## src/sv/tms_pkg.sv

```systemverilog
// ---------------------------------------------------------------------------
// tms_pkg: shared types and constants of the touchpad merge smoother
// pad mapping, centring and smoothing constants, queue entry layout
// ---------------------------------------------------------------------------
package tms_pkg;

   localparam int unsigned RAW_W   = 10;
   localparam int unsigned POS_W   = 16;
   localparam int unsigned ALPHA_W = 9;
   localparam int unsigned DZ_W    = 10;
   localparam int unsigned PRESS_W = 8;
   localparam int unsigned CSR_W   = 10;

   // configuration defaults
   localparam logic [ALPHA_W-1:0] ALPHA_ONE   = 9'd256;
   localparam logic [ALPHA_W-1:0] ALPHA_RESET = 9'd51;
   localparam logic [DZ_W-1:0]    DZ_RESET    = 10'd10;

   // pressure while touched
   localparam logic [PRESS_W-1:0] PRESS_ON = 8'd255;

   // pad mapping
   localparam logic [RAW_W-1:0] LEFT_X_TOP   = 10'd479;
   localparam logic [RAW_W-1:0] RIGHT_X_BASE = 10'd480;
   localparam logic [RAW_W-1:0] RIGHT_Y_TOP  = 10'd942;
   localparam logic [RAW_W-1:0] X_SCALE      = 10'd479;
   localparam logic [RAW_W-1:0] Y_SCALE      = 10'd942;

   // centring: (v - mid) * 65535 / span, quotient by reciprocal with 2^26 scale
   localparam logic [11:0] X_MID       = 12'd479;
   localparam logic [11:0] Y_MID       = 12'd471;
   localparam logic [9:0]  X_SPAN      = 10'd959;
   localparam logic [9:0]  Y_SPAN      = 10'd942;
   localparam logic [16:0] X_RECIP     = 17'd69977;
   localparam logic [16:0] Y_RECIP     = 17'd71240;

   typedef enum logic [0:0] {
      CSR_ALPHA    = 1'b0,
      CSR_DEADZONE = 1'b1
   } csr_index_type;

   // one queue entry between front and back
   typedef struct packed {
      logic                    touched;
      logic signed [POS_W-1:0] tx;
      logic signed [POS_W-1:0] ty;
   } target_type;

endpackage

```

## src/sv/touchpad_merge_smoother.sv

```systemverilog
// ---------------------------------------------------------------------------
// touchpad_merge_smoother: merged and smoothed touch position of two pads
// top level with configuration registers, front, target queue and smoother
// ---------------------------------------------------------------------------
// takes one report word per cycle while req_tready is high and gives one
// result word for each, in order. in the front a word is mapped into the
// stored pad state, then classified with a reciprocal estimate of the
// centring quotient; the correction and clamp of that estimate run on the
// way into the target queue. the word is written into the queue and then
// taken into the result register in the smoother once that is free or read.
// the smoother's state loop sustains one word per cycle while rsp_tready
// is high. req_tready falls when the queue together with the words still
// in the front would fill QUEUE_DEPTH; with the default of four a steady
// one-per-cycle stream never sees it fall.
// configuration is written through csr_wr_en, csr_index and csr_wr_data
// (index 0 smoothing alpha in 1/256, index 1 touch deadzone) and must only
// change while no word is in flight.
// ---------------------------------------------------------------------------
module touchpad_merge_smoother #(
   parameter int unsigned QUEUE_DEPTH = 4
) (
   input  logic                       clock,
   input  logic                       reset,
   // request words
   input  logic                       req_tvalid,
   output logic                       req_tready,
   // [0] left_valid, [10:1] left_pad_x, [20:11] left_pad_y, [21] right_valid,
   // [31:22] right_pad_x, [41:32] right_pad_y, [47:42] zero
   input  logic [47:0]                req_tdata,
   // result words
   output logic                       rsp_tvalid,
   input  logic                       rsp_tready,
   // [15:0] touch_x, [31:16] touch_y, [39:32] touch_pressure
   output logic [39:0]                rsp_tdata,
   // configuration writes
   input  logic                       csr_wr_en,
   input  logic [0:0]                 csr_index,
   input  logic [tms_pkg::CSR_W-1:0]  csr_wr_data
);

   localparam int unsigned CNT_W = $clog2(QUEUE_DEPTH+1);

   // configuration registers
   logic [tms_pkg::ALPHA_W-1:0] alpha_ff, alpha_in;
   logic [tms_pkg::DZ_W-1:0]    deadzone_ff, deadzone_in;

   logic                              req_fire;
   logic [1:0]                        in_flight;
   logic                              front_valid;
   tms_pkg::target_type               front_target;
   tms_pkg::target_type               queue_head;
   logic                              queue_empty;
   logic [CNT_W-1:0]                  queue_count;
   logic [CNT_W:0]                    occupancy;
   logic                              back_pop;
   logic signed [tms_pkg::POS_W-1:0]  touch_x;
   logic signed [tms_pkg::POS_W-1:0]  touch_y;
   logic [tms_pkg::PRESS_W-1:0]       touch_pressure;

   // register writes, alpha keeps its low nine bits
   always_comb begin
      alpha_in    = alpha_ff;
      deadzone_in = deadzone_ff;
      if (csr_wr_en) begin
         case (tms_pkg::csr_index_type'(csr_index))
            tms_pkg::CSR_ALPHA: begin
               alpha_in = csr_wr_data[tms_pkg::ALPHA_W-1:0];
            end
            tms_pkg::CSR_DEADZONE: begin
               deadzone_in = csr_wr_data[tms_pkg::DZ_W-1:0];
            end
            default: begin
               alpha_in = alpha_ff;
            end
         endcase
      end
   end

   always_ff @(posedge clock) begin
      if (reset) begin
         alpha_ff    <= tms_pkg::ALPHA_RESET;
         deadzone_ff <= tms_pkg::DZ_RESET;
      end else begin
         alpha_ff    <= alpha_in;
         deadzone_ff <= deadzone_in;
      end
   end

   // credit check: every word in the front has a queue slot waiting
   assign occupancy  = {1'b0, queue_count} + (CNT_W+1)'(in_flight);
   assign req_tready = occupancy < (CNT_W+1)'(QUEUE_DEPTH);
   assign req_fire   = req_tvalid && req_tready;

   tms_front u_front (
      .clock       (clock),
      .reset       (reset),
      .in_fire     (req_fire),
      .left_valid  (req_tdata[0]),
      .left_pad_x  (req_tdata[10:1]),
      .left_pad_y  (req_tdata[20:11]),
      .right_valid (req_tdata[21]),
      .right_pad_x (req_tdata[31:22]),
      .right_pad_y (req_tdata[41:32]),
      .deadzone    (deadzone_ff),
      .in_flight   (in_flight),
      .out_valid   (front_valid),
      .out_target  (front_target)
   );

   // targets wait here while the result side stalls
   tms_queue #(
      .DEPTH (QUEUE_DEPTH)
   ) u_queue (
      .clock     (clock),
      .reset     (reset),
      .push      (front_valid),
      .push_data (front_target),
      .pop       (back_pop),
      .pop_data  (queue_head),
      .empty     (queue_empty),
      .count     (queue_count)
   );

   tms_back u_back (
      .clock          (clock),
      .reset          (reset),
      .alpha          (alpha_ff),
      .in_valid       (!queue_empty),
      .in_target      (queue_head),
      .in_pop         (back_pop),
      .rsp_valid      (rsp_tvalid),
      .rsp_ready      (rsp_tready),
      .touch_x        (touch_x),
      .touch_y        (touch_y),
      .touch_pressure (touch_pressure)
   );

   // result word packing
   assign rsp_tdata = {touch_pressure, touch_y, touch_x};

endmodule

```

## src/sv/tms_front.sv

```systemverilog
// ---------------------------------------------------------------------------
// tms_front: pad mapping, touch classification and centring
// keeps the mapped pad state and turns each word into a centred target
// ---------------------------------------------------------------------------
module tms_front (
   input  logic                       clock,
   input  logic                       reset,
   input  logic                       in_fire,
   input  logic                       left_valid,
   input  logic [tms_pkg::RAW_W-1:0]  left_pad_x,
   input  logic [tms_pkg::RAW_W-1:0]  left_pad_y,
   input  logic                       right_valid,
   input  logic [tms_pkg::RAW_W-1:0]  right_pad_x,
   input  logic [tms_pkg::RAW_W-1:0]  right_pad_y,
   input  logic [tms_pkg::DZ_W-1:0]   deadzone,
   output logic [1:0]                 in_flight,
   output logic                       out_valid,
   output tms_pkg::target_type        out_target
);

   // mapped pad state
   logic [tms_pkg::RAW_W-1:0] left_raw_x_ff, left_raw_x_in;
   logic [tms_pkg::RAW_W-1:0] left_raw_y_ff, left_raw_y_in;
   logic [tms_pkg::RAW_W-1:0] right_raw_x_ff, right_raw_x_in;
   logic [tms_pkg::RAW_W-1:0] right_raw_y_ff, right_raw_y_in;
   logic                      s1_vld_ff, s1_vld_in;

   // stage two: reciprocal estimates awaiting correction
   logic        s2_vld_ff, s2_vld_in;
   logic        touched_ff, touched_in;
   logic        neg_x_ff, neg_x_in;
   logic        neg_y_ff, neg_y_in;
   logic [25:0] m_x_ff, m_x_in;
   logic [25:0] m_y_ff, m_y_in;
   logic [16:0] q0_x_ff, q0_x_in;
   logic [16:0] q0_y_ff, q0_y_in;

   logic [18:0] ly_scaled;
   logic [18:0] ry_scaled;
   logic [19:0] lx_scaled;
   logic [19:0] rx_scaled;

   logic                      right_hit;
   logic                      left_hit;
   logic [tms_pkg::RAW_W-1:0] pick_x;
   logic [tms_pkg::RAW_W-1:0] pick_y;
   logic signed [11:0]        dx;
   logic signed [11:0]        dy;
   logic [9:0]                mag_x;
   logic [9:0]                mag_y;
   logic [42:0]               prod_x;
   logic [42:0]               prod_y;

   logic [26:0] rem_x;
   logic [26:0] rem_y;
   logic [17:0] q_x;
   logic [17:0] q_y;

   // floor(p / 1023) for p below 2^20 - 1: one compare and increment
   function automatic logic [9:0] div1023(input logic [19:0] p);
      logic [9:0]  q;
      logic [10:0] r;
      q = p[19:10];
      r = {1'b0, p[9:0]} + {1'b0, q};
      if (r >= 11'd1023) begin
         q = q + 10'd1;
      end
      return q;
   endfunction

   // sign and clamp to int16
   function automatic logic signed [15:0] clamp16(input logic neg, input logic [17:0] q);
      logic signed [15:0] v;
      if (neg) begin
         if (q > 18'd32768) begin
            v = 16'sh8000;
         end else begin
            v = 16'(-q);
         end
      end else begin
         if (q > 18'd32767) begin
            v = 16'sh7FFF;
         end else begin
            v = q[15:0];
         end
      end
      return v;
   endfunction

   // --- mapping on acceptance ---
   assign ly_scaled = 19'(left_pad_y) * 19'(tms_pkg::X_SCALE);
   assign ry_scaled = 19'(right_pad_y) * 19'(tms_pkg::X_SCALE);
   assign lx_scaled = 20'(left_pad_x) * 20'(tms_pkg::Y_SCALE);
   assign rx_scaled = 20'(right_pad_x) * 20'(tms_pkg::Y_SCALE);

   always_comb begin
      left_raw_x_in  = left_raw_x_ff;
      left_raw_y_in  = left_raw_y_ff;
      right_raw_x_in = right_raw_x_ff;
      right_raw_y_in = right_raw_y_ff;
      if (in_fire && left_valid) begin
         if (left_pad_x != '0 || left_pad_y != '0) begin
            left_raw_x_in = tms_pkg::LEFT_X_TOP - div1023({1'b0, ly_scaled});
            left_raw_y_in = div1023(lx_scaled);
         end else begin
            left_raw_x_in = '0;
            left_raw_y_in = '0;
         end
      end
      if (in_fire && right_valid) begin
         if (right_pad_x != '0 || right_pad_y != '0) begin
            right_raw_x_in = tms_pkg::RIGHT_X_BASE + div1023({1'b0, ry_scaled});
            right_raw_y_in = tms_pkg::RIGHT_Y_TOP - div1023(rx_scaled);
         end else begin
            right_raw_x_in = '0;
            right_raw_y_in = '0;
         end
      end
   end

   assign s1_vld_in = in_fire;

   // --- classification and reciprocal estimate ---
   always_comb begin
      right_hit = (right_raw_x_ff > deadzone) || (right_raw_y_ff > deadzone);
      left_hit  = (left_raw_x_ff > deadzone) || (left_raw_y_ff > deadzone);
      pick_x    = right_hit ? right_raw_x_ff : left_raw_x_ff;
      pick_y    = right_hit ? right_raw_y_ff : left_raw_y_ff;
      dx        = signed'({2'b00, pick_x}) - signed'(tms_pkg::X_MID);
      dy        = signed'({2'b00, pick_y}) - signed'(tms_pkg::Y_MID);
      mag_x     = dx[11] ? 10'(-dx) : dx[9:0];
      mag_y     = dy[11] ? 10'(-dy) : dy[9:0];
      // times 65535 as shift and subtract
      m_x_in    = {mag_x, 16'b0} - {16'b0, mag_x};
      m_y_in    = {mag_y, 16'b0} - {16'b0, mag_y};
      prod_x    = 43'(m_x_in) * 43'(tms_pkg::X_RECIP);
      prod_y    = 43'(m_y_in) * 43'(tms_pkg::Y_RECIP);
      q0_x_in   = prod_x[42:26];
      q0_y_in   = prod_y[42:26];
      neg_x_in  = dx[11];
      neg_y_in  = dy[11];
      touched_in = right_hit || left_hit;
      s2_vld_in = s1_vld_ff;
   end

   // --- correction: estimate is exact or one short ---
   always_comb begin
      rem_x = 27'(m_x_ff) - 27'(q0_x_ff) * 27'(tms_pkg::X_SPAN);
      rem_y = 27'(m_y_ff) - 27'(q0_y_ff) * 27'(tms_pkg::Y_SPAN);
      q_x   = (rem_x >= 27'(tms_pkg::X_SPAN)) ? 18'(q0_x_ff) + 18'd1 : 18'(q0_x_ff);
      q_y   = (rem_y >= 27'(tms_pkg::Y_SPAN)) ? 18'(q0_y_ff) + 18'd1 : 18'(q0_y_ff);
      out_target.touched = touched_ff;
      out_target.tx      = clamp16(neg_x_ff, q_x);
      out_target.ty      = clamp16(neg_y_ff, q_y);
   end

   assign out_valid = s2_vld_ff;
   assign in_flight = {1'b0, s1_vld_ff} + {1'b0, s2_vld_ff};

   always_ff @(posedge clock) begin
      if (reset) begin
         left_raw_x_ff  <= '0;
         left_raw_y_ff  <= '0;
         right_raw_x_ff <= '0;
         right_raw_y_ff <= '0;
         s1_vld_ff      <= 1'b0;
         s2_vld_ff      <= 1'b0;
      end else begin
         left_raw_x_ff  <= left_raw_x_in;
         left_raw_y_ff  <= left_raw_y_in;
         right_raw_x_ff <= right_raw_x_in;
         right_raw_y_ff <= right_raw_y_in;
         s1_vld_ff      <= s1_vld_in;
         s2_vld_ff      <= s2_vld_in;
      end
   end

   always_ff @(posedge clock) begin
      touched_ff <= touched_in;
      neg_x_ff   <= neg_x_in;
      neg_y_ff   <= neg_y_in;
      m_x_ff     <= m_x_in;
      m_y_ff     <= m_y_in;
      q0_x_ff    <= q0_x_in;
      q0_y_ff    <= q0_y_in;
   end

endmodule

```

## src/sv/tms_queue.sv

```systemverilog
// ---------------------------------------------------------------------------
// tms_queue: short queue of centred targets
// show-ahead fifo between the front and the smoother
// ---------------------------------------------------------------------------
module tms_queue #(
   parameter int unsigned DEPTH = 4
) (
   input  logic                                clock,
   input  logic                                reset,
   input  logic                                push,
   input  tms_pkg::target_type                 push_data,
   input  logic                                pop,
   output tms_pkg::target_type                 pop_data,
   output logic                                empty,
   output logic [$clog2(DEPTH+1)-1:0]          count
);

   localparam int unsigned PTR_W = (DEPTH > 1) ? $clog2(DEPTH) : 1;
   localparam int unsigned CNT_W = $clog2(DEPTH+1);

   tms_pkg::target_type slot_ff [DEPTH];
   logic [PTR_W-1:0]    wr_ptr_ff, wr_ptr_in;
   logic [PTR_W-1:0]    rd_ptr_ff, rd_ptr_in;
   logic [CNT_W-1:0]    count_ff, count_in;

   always_comb begin
      wr_ptr_in = wr_ptr_ff;
      rd_ptr_in = rd_ptr_ff;
      count_in  = count_ff;
      if (push) begin
         wr_ptr_in = (wr_ptr_ff == PTR_W'(DEPTH-1)) ? '0 : wr_ptr_ff + PTR_W'(1);
      end
      if (pop) begin
         rd_ptr_in = (rd_ptr_ff == PTR_W'(DEPTH-1)) ? '0 : rd_ptr_ff + PTR_W'(1);
      end
      if (push && !pop) begin
         count_in = count_ff + CNT_W'(1);
      end else if (pop && !push) begin
         count_in = count_ff - CNT_W'(1);
      end
   end

   always_ff @(posedge clock) begin
      if (reset) begin
         wr_ptr_ff <= '0;
         rd_ptr_ff <= '0;
         count_ff  <= '0;
      end else begin
         wr_ptr_ff <= wr_ptr_in;
         rd_ptr_ff <= rd_ptr_in;
         count_ff  <= count_in;
      end
   end

   always_ff @(posedge clock) begin
      if (push) begin
         slot_ff[wr_ptr_ff] <= push_data;
      end
   end

   assign pop_data = slot_ff[rd_ptr_ff];
   assign empty    = (count_ff == '0);
   assign count    = count_ff;

   // the top level's credit check must keep the queue from overflowing
   assert property (@(posedge clock) disable iff (reset)
      push && !pop |-> count_ff != CNT_W'(DEPTH))
      else $error("target queue overflow");

   assert property (@(posedge clock) disable iff (reset)
      pop |-> !empty)
      else $error("target queue underflow");

   assert property (@(posedge clock) disable iff (reset)
      push && !pop |=> count_ff == $past(count_ff) + CNT_W'(1))
      else $error("target queue count lost a push");

endmodule

```

## src/sv/tms_back.sv

```systemverilog
// ---------------------------------------------------------------------------
// tms_back: exponential smoother and result register
// snaps on first touch, then follows with a q8 weight, clears on release
// ---------------------------------------------------------------------------
module tms_back (
   input  logic                              clock,
   input  logic                              reset,
   input  logic [tms_pkg::ALPHA_W-1:0]       alpha,
   input  logic                              in_valid,
   input  tms_pkg::target_type               in_target,
   output logic                              in_pop,
   output logic                              rsp_valid,
   input  logic                              rsp_ready,
   output logic signed [tms_pkg::POS_W-1:0]  touch_x,
   output logic signed [tms_pkg::POS_W-1:0]  touch_y,
   output logic [tms_pkg::PRESS_W-1:0]       touch_pressure
);

   logic signed [tms_pkg::POS_W-1:0] smooth_x_ff, smooth_x_in;
   logic signed [tms_pkg::POS_W-1:0] smooth_y_ff, smooth_y_in;
   logic                             was_touching_ff, was_touching_in;
   logic                             rsp_vld_ff, rsp_vld_in;
   logic signed [tms_pkg::POS_W-1:0] out_x_ff, out_x_in;
   logic signed [tms_pkg::POS_W-1:0] out_y_ff, out_y_in;
   logic [tms_pkg::PRESS_W-1:0]      out_press_ff, out_press_in;

   logic [tms_pkg::ALPHA_W-1:0] alpha_sat;
   logic signed [9:0]           wa;
   logic signed [9:0]           wb;
   logic signed [26:0]          mix_x;
   logic signed [26:0]          mix_y;
   logic signed [26:0]          adj_x;
   logic signed [26:0]          adj_y;
   logic signed [26:0]          avg_x;
   logic signed [26:0]          avg_y;

   assign in_pop = in_valid && (!rsp_vld_ff || rsp_ready);

   // weighted mix, divided by 256 with truncation toward zero
   always_comb begin
      alpha_sat = (alpha > tms_pkg::ALPHA_ONE) ? tms_pkg::ALPHA_ONE : alpha;
      wa    = signed'({1'b0, alpha_sat});
      wb    = signed'({1'b0, tms_pkg::ALPHA_ONE - alpha_sat});
      mix_x = 27'(wa) * 27'(in_target.tx) + 27'(wb) * 27'(smooth_x_ff);
      mix_y = 27'(wa) * 27'(in_target.ty) + 27'(wb) * 27'(smooth_y_ff);
      adj_x = mix_x[26] ? mix_x + 27'sd255 : mix_x;
      adj_y = mix_y[26] ? mix_y + 27'sd255 : mix_y;
      avg_x = adj_x >>> 8;
      avg_y = adj_y >>> 8;
   end

   always_comb begin
      smooth_x_in     = smooth_x_ff;
      smooth_y_in     = smooth_y_ff;
      was_touching_in = was_touching_ff;
      out_x_in        = out_x_ff;
      out_y_in        = out_y_ff;
      out_press_in    = out_press_ff;
      if (in_pop) begin
         if (in_target.touched) begin
            if (!was_touching_ff) begin
               smooth_x_in = in_target.tx;
               smooth_y_in = in_target.ty;
            end else begin
               smooth_x_in = avg_x[15:0];
               smooth_y_in = avg_y[15:0];
            end
            was_touching_in = 1'b1;
            out_x_in        = smooth_x_in;
            out_y_in        = smooth_y_in;
            out_press_in    = tms_pkg::PRESS_ON;
         end else begin
            smooth_x_in     = '0;
            smooth_y_in     = '0;
            was_touching_in = 1'b0;
            out_x_in        = '0;
            out_y_in        = '0;
            out_press_in    = '0;
         end
      end
   end

   assign rsp_vld_in = in_pop || (rsp_vld_ff && !rsp_ready);

   always_ff @(posedge clock) begin
      if (reset) begin
         smooth_x_ff     <= '0;
         smooth_y_ff     <= '0;
         was_touching_ff <= 1'b0;
         rsp_vld_ff      <= 1'b0;
      end else begin
         smooth_x_ff     <= smooth_x_in;
         smooth_y_ff     <= smooth_y_in;
         was_touching_ff <= was_touching_in;
         rsp_vld_ff      <= rsp_vld_in;
      end
   end

   always_ff @(posedge clock) begin
      out_x_ff     <= out_x_in;
      out_y_ff     <= out_y_in;
      out_press_ff <= out_press_in;
   end

   assign rsp_valid      = rsp_vld_ff;
   assign touch_x        = out_x_ff;
   assign touch_y        = out_y_ff;
   assign touch_pressure = out_press_ff;

   // a release must leave the smoother cleared
   assert property (@(posedge clock) disable iff (reset)
      in_pop && !in_target.touched |=> !was_touching_ff && smooth_x_ff == '0
         && smooth_y_ff == '0)
      else $error("smoother not cleared on release");

   assert property (@(posedge clock) disable iff (reset)
      rsp_vld_ff && out_press_ff == '0 |-> out_x_ff == '0 && out_y_ff == '0)
      else $error("untouched word with non-zero position");

   assert property (@(posedge clock) disable iff (reset)
      rsp_vld_ff |-> out_press_ff == '0 || out_press_ff == tms_pkg::PRESS_ON)
      else $error("pressure neither released nor full");

endmodule
```

## config.mk

```make
export PLATFORM = sky130hd
export DESIGN_NAME = touchpad_merge_smoother
export DESIGN_NICKNAME = d
export VERILOG_FILES = /design/src/sv/tms_pkg.sv /design/src/sv/touchpad_merge_smoother.sv /design/src/sv/tms_front.sv /design/src/sv/tms_queue.sv /design/src/sv/tms_back.sv
export SDC_FILE = /design/constraint.sdc
export NUM_CORES = 2
export LEC_CHECK = 0
export ABC_AREA = 1
export BUFFER_PORTS_ARGS = -buffer_cell sky130_fd_sc_hd__buf_4
export CAP_MARGIN = 20
export CORE_ASPECT_RATIO = 0.8
export CORE_MARGIN = 3
export CORE_UTILIZATION = 61
export DETAILED_ROUTE_END_ITERATION = 16
export GPL_TIMING_DRIVEN = 0
export PLACE_DENSITY = 0.9
export SETUP_SLACK_MARGIN = 0.05
export SYNTH_ARGS = -nofsm -noshare
export SYNTH_HDL_FRONTEND = slang
export SYNTH_HIERARCHICAL = 1
export SYNTH_SLANG_ARGS = --single-unit
```

## constraint.sdc

```tcl
create_clock -name clock -period 9.66 [get_ports clock]
set_clock_uncertainty 0.05 [all_clocks]
set_input_delay 1.932 -clock clock [delete_from_list [all_inputs] [get_ports clock]]
set_output_delay 1.932 -clock clock [all_outputs]
set_load 0.05 [all_outputs]
```

==> flow_metrics.py <==
metrics = {
    "run": {
        "maxCapViolCount": 0,
    },
    "global_route": {
        "grt.met2_usage_pct": 50.2,
        "grt-ovfl-total": 0,
        "met1_usage_pct": 43.9,
        "grt-busiest-layer": "met2",
        "grt_max_degree": 35,
        "antenna_found_initial": 7,
        "grt_pass1_vias": 62700,
        "grtUsageTotal_pct": 32.8,
        "met3_usage_pct": 9.50,
        "grt_first_pass_wirelength_um": 321000,
    },
    "die": {
        "io_pins": 106,
        "fp.dieW_um": 391,
        "core_area_um2": 117000,
        "dieHeight_um": 314,
        "row_count": 112,
        "initial_core_util_pct": 61.8,
        "die_area_um2": 123000,
    },
    "timing": {
        "worstMarginPinSlew_ps": 1440,
        "final-hold-violation-count": 0,
        "slew_headroom_pct": 2.71,
        "slew_viol_final": 0,
        "period_share_pct": 98.2,
        "fin_crit_ps": 9480,
        "fin_setup_tns_ps": 0,
        "max_freq_ghz": 0.105,
        "setup_viol": 0,
    },
    "logic_synthesis": {
        "yosysWarnings": 6,
        "synth.most_common_cell": "inv_1",
        "synth-edff-count": 165,
        "synth_cells": 8854,
        "post_synth_main_area_contributors": "fa_1, ha_1, inv_1",
        "synth_area_per_cell_um2": 8.19,
        "synth_top_cells_by_count": "inv_1, nand2_1, fa_1",
        "yosys.area.top_type": "fa_1",
        "synth_seq_area_share_pct": 12.1,
        "synth_area_um2": 72500,
        "async_reset_ff_share_pct": 0,
        "yosys_most_used_dff": "dfxtp_1",
        "synth.net_count": 11100,
        "synth_seq_cells": 357,
        "yosys.area.top_type_share_pct": 30.1,
        "synth_cell_types": 77,
    },
    "drt": {
        "via_count": 61300,
        "viasPerCell": 5.78,
        "wire_per_inst_um": 18.9,
        "drtAntennaViolNets": 0,
        "drc": 0,
        "first_pass_iters": 12,
        "wl_um": 200000,
        "drt_iter0_drc": 6305,
    },
    "outcome": {
        "run_status": "finished clean",
    },
    "critical_path": {
        "cp.required_ps": 9940,
        "criticalPathCategory": "flip-flop to flip-flop",
        "cp-end-kind": "flip-flop",
        "cp_common_cell": "nand2_1",
        "cp_max_fo": 10,
        "crit_arrival_ps": 9760,
        "cp_top_family": "adder cells",
        "path_buf_inv": 8,
        "r2r_slack_ps": 180,
        "critPathLaunchType": "flip-flop",
        "cp_slowest_cell": "fa_1",
        "critPathMaxStageDelay_ps": 540,
    },
    "clock_network": {
        "cts_root_buf": "clkbuf_16",
        "clkLatencyLatePin_ps": 590,
        "cts_buffers": 35,
        "htreeDepth": 2,
        "clk_pin_slew_ps": 70,
        "cts_tree": "yes",
        "cts.sinks": 357,
        "cts_hold_repair.buffers": 0,
        "cts_buffer_depth": 3,
    },
    "final_layout": {
        "area_delta_synth_final_pct": 6.45,
        "post-route-util_pct": 65.8,
        "nets": 11200,
        "final_layout_size_suffix_gt1_share_pct": 5.84,
    },
    "worst_hold_path": {
        "min_path_type": "flip-flop to flip-flop",
    },
    "placement": {
        "dp_hpwl_um": 167000,
        "portBuffers": 99,
        "gp_congestion": 1.06,
    },
}
-- cell families after synthesis --
family / count (synthesis) / synth area share, %
multiplexers: 2 / 0.0449
adder cells (fa/ha/maj): 2147 / 48.4
flip-flops: 357 / 12.1
AND/OR/NAND/NOR: 2840 / 16.6
XOR/XNOR: 274 / 3.43
buffers and inverters: 2260 / 12.0
AO/OA/AOI/OAI: 974 / 7.51
-- per-stage QoR --
step | setup slack, ps | std cells | cell area (um2) | hold WS [ps]
floorplan | 1410 | 8854 | 72500 | 357
finish | 177 | 10600 | 77200 | 425
global placement | -567 | 10500 | 75200 | 369
global route | -63.9 | 10600 | 77200 | 440
CTS | 36.0 | 10600 | 76700 | 400
detailed placement | -644 | 10500 | 75400 | 389
-- worst reg2reg max path, delay by kind of cell (launching register included) --
kind | cells | cell delay (ps)
xor+xnor | 1 | 360
fa+ha+maj | 8 | 3890
buf+inv | 8 | 1240
flops | 1 | 380
simple gates | 23 | 3310
-- what timing repair did --
item,4_1_cts,5_1_grt
gates resized for setup,27,92
setup endpoints to repair,76,153
pin swaps,0,6
buffers inserted,0,26
-- cell usage in the layout (no fill, tap or decap), types with 25 or more instances in the layout --
cell type	count
inv_1	2064
nand2_1	1541
fa_1	1090
ha_1	1054
nor2_1	672
a21oi_1	406
o21ai_0	316
nand3_1	277
dfxtp_1	188
xor2_1	181
edfxtp_1	165
buf_4	142
nand4_1	84
xnor2_1	76
clkbuf_1	68
nor3_1	68
nand2_2	51
o21ai_1	42
clkbuf_16	37
o22ai_1	34
o21ai_2	32
inv_2	27
nor2_2	25
-- area by class of cell --
type                    instances  area, um2
inverters                    2102       7920
plain buffers                 158        826
fillers                      8880      40100
clock buffers                  43        988
clock inverters                19        238
well taps                    1539       1930
multi-input cells            6237      55400
flip-flops and latches        357       8800
diodes                          5       12.5
repair buffers                137       1130
-- flip-flops by register name, summed over array words and instances (netlist names), 16 cells and up, named ones only --
register,cells
u_queue/slot_ff,132
u_front/m_x_ff,26
u_front/m_y_ff,25
u_front/q0_x_ff,17
u_front/q0_y_ff,17
u_back/smooth_x_ff,16
u_back/smooth_y_ff,16
u_back/touch_x,16
u_back/touch_y,16
-- path summary, 6_finish.rpt --
kind / startpoint / endpoint / depth (start not counted)
worst max-delay path: alpha_ff[7] / u_back/touch_y[14] / 40
worst min-delay path: u_front/s1_vld_ff / u_front/out_valid / 2
worst max register to register: alpha_ff[7] / u_back/touch_y[14] / 40
worst min register to register: u_front/s1_vld_ff / u_front/out_valid / 2
-- routing by layer --
layer | up-vias | part of all wire (%)
met2 | 3537 | 44
li1 | 27700 | -
met1 | 29400 | 39
met5 | - | 0.021
met3 | 684 | 13
met4 | 6 | 4.7
Power is not shown: default switching activity piles up to over one toggle a cycle in this logic, so the estimate is an artifact.
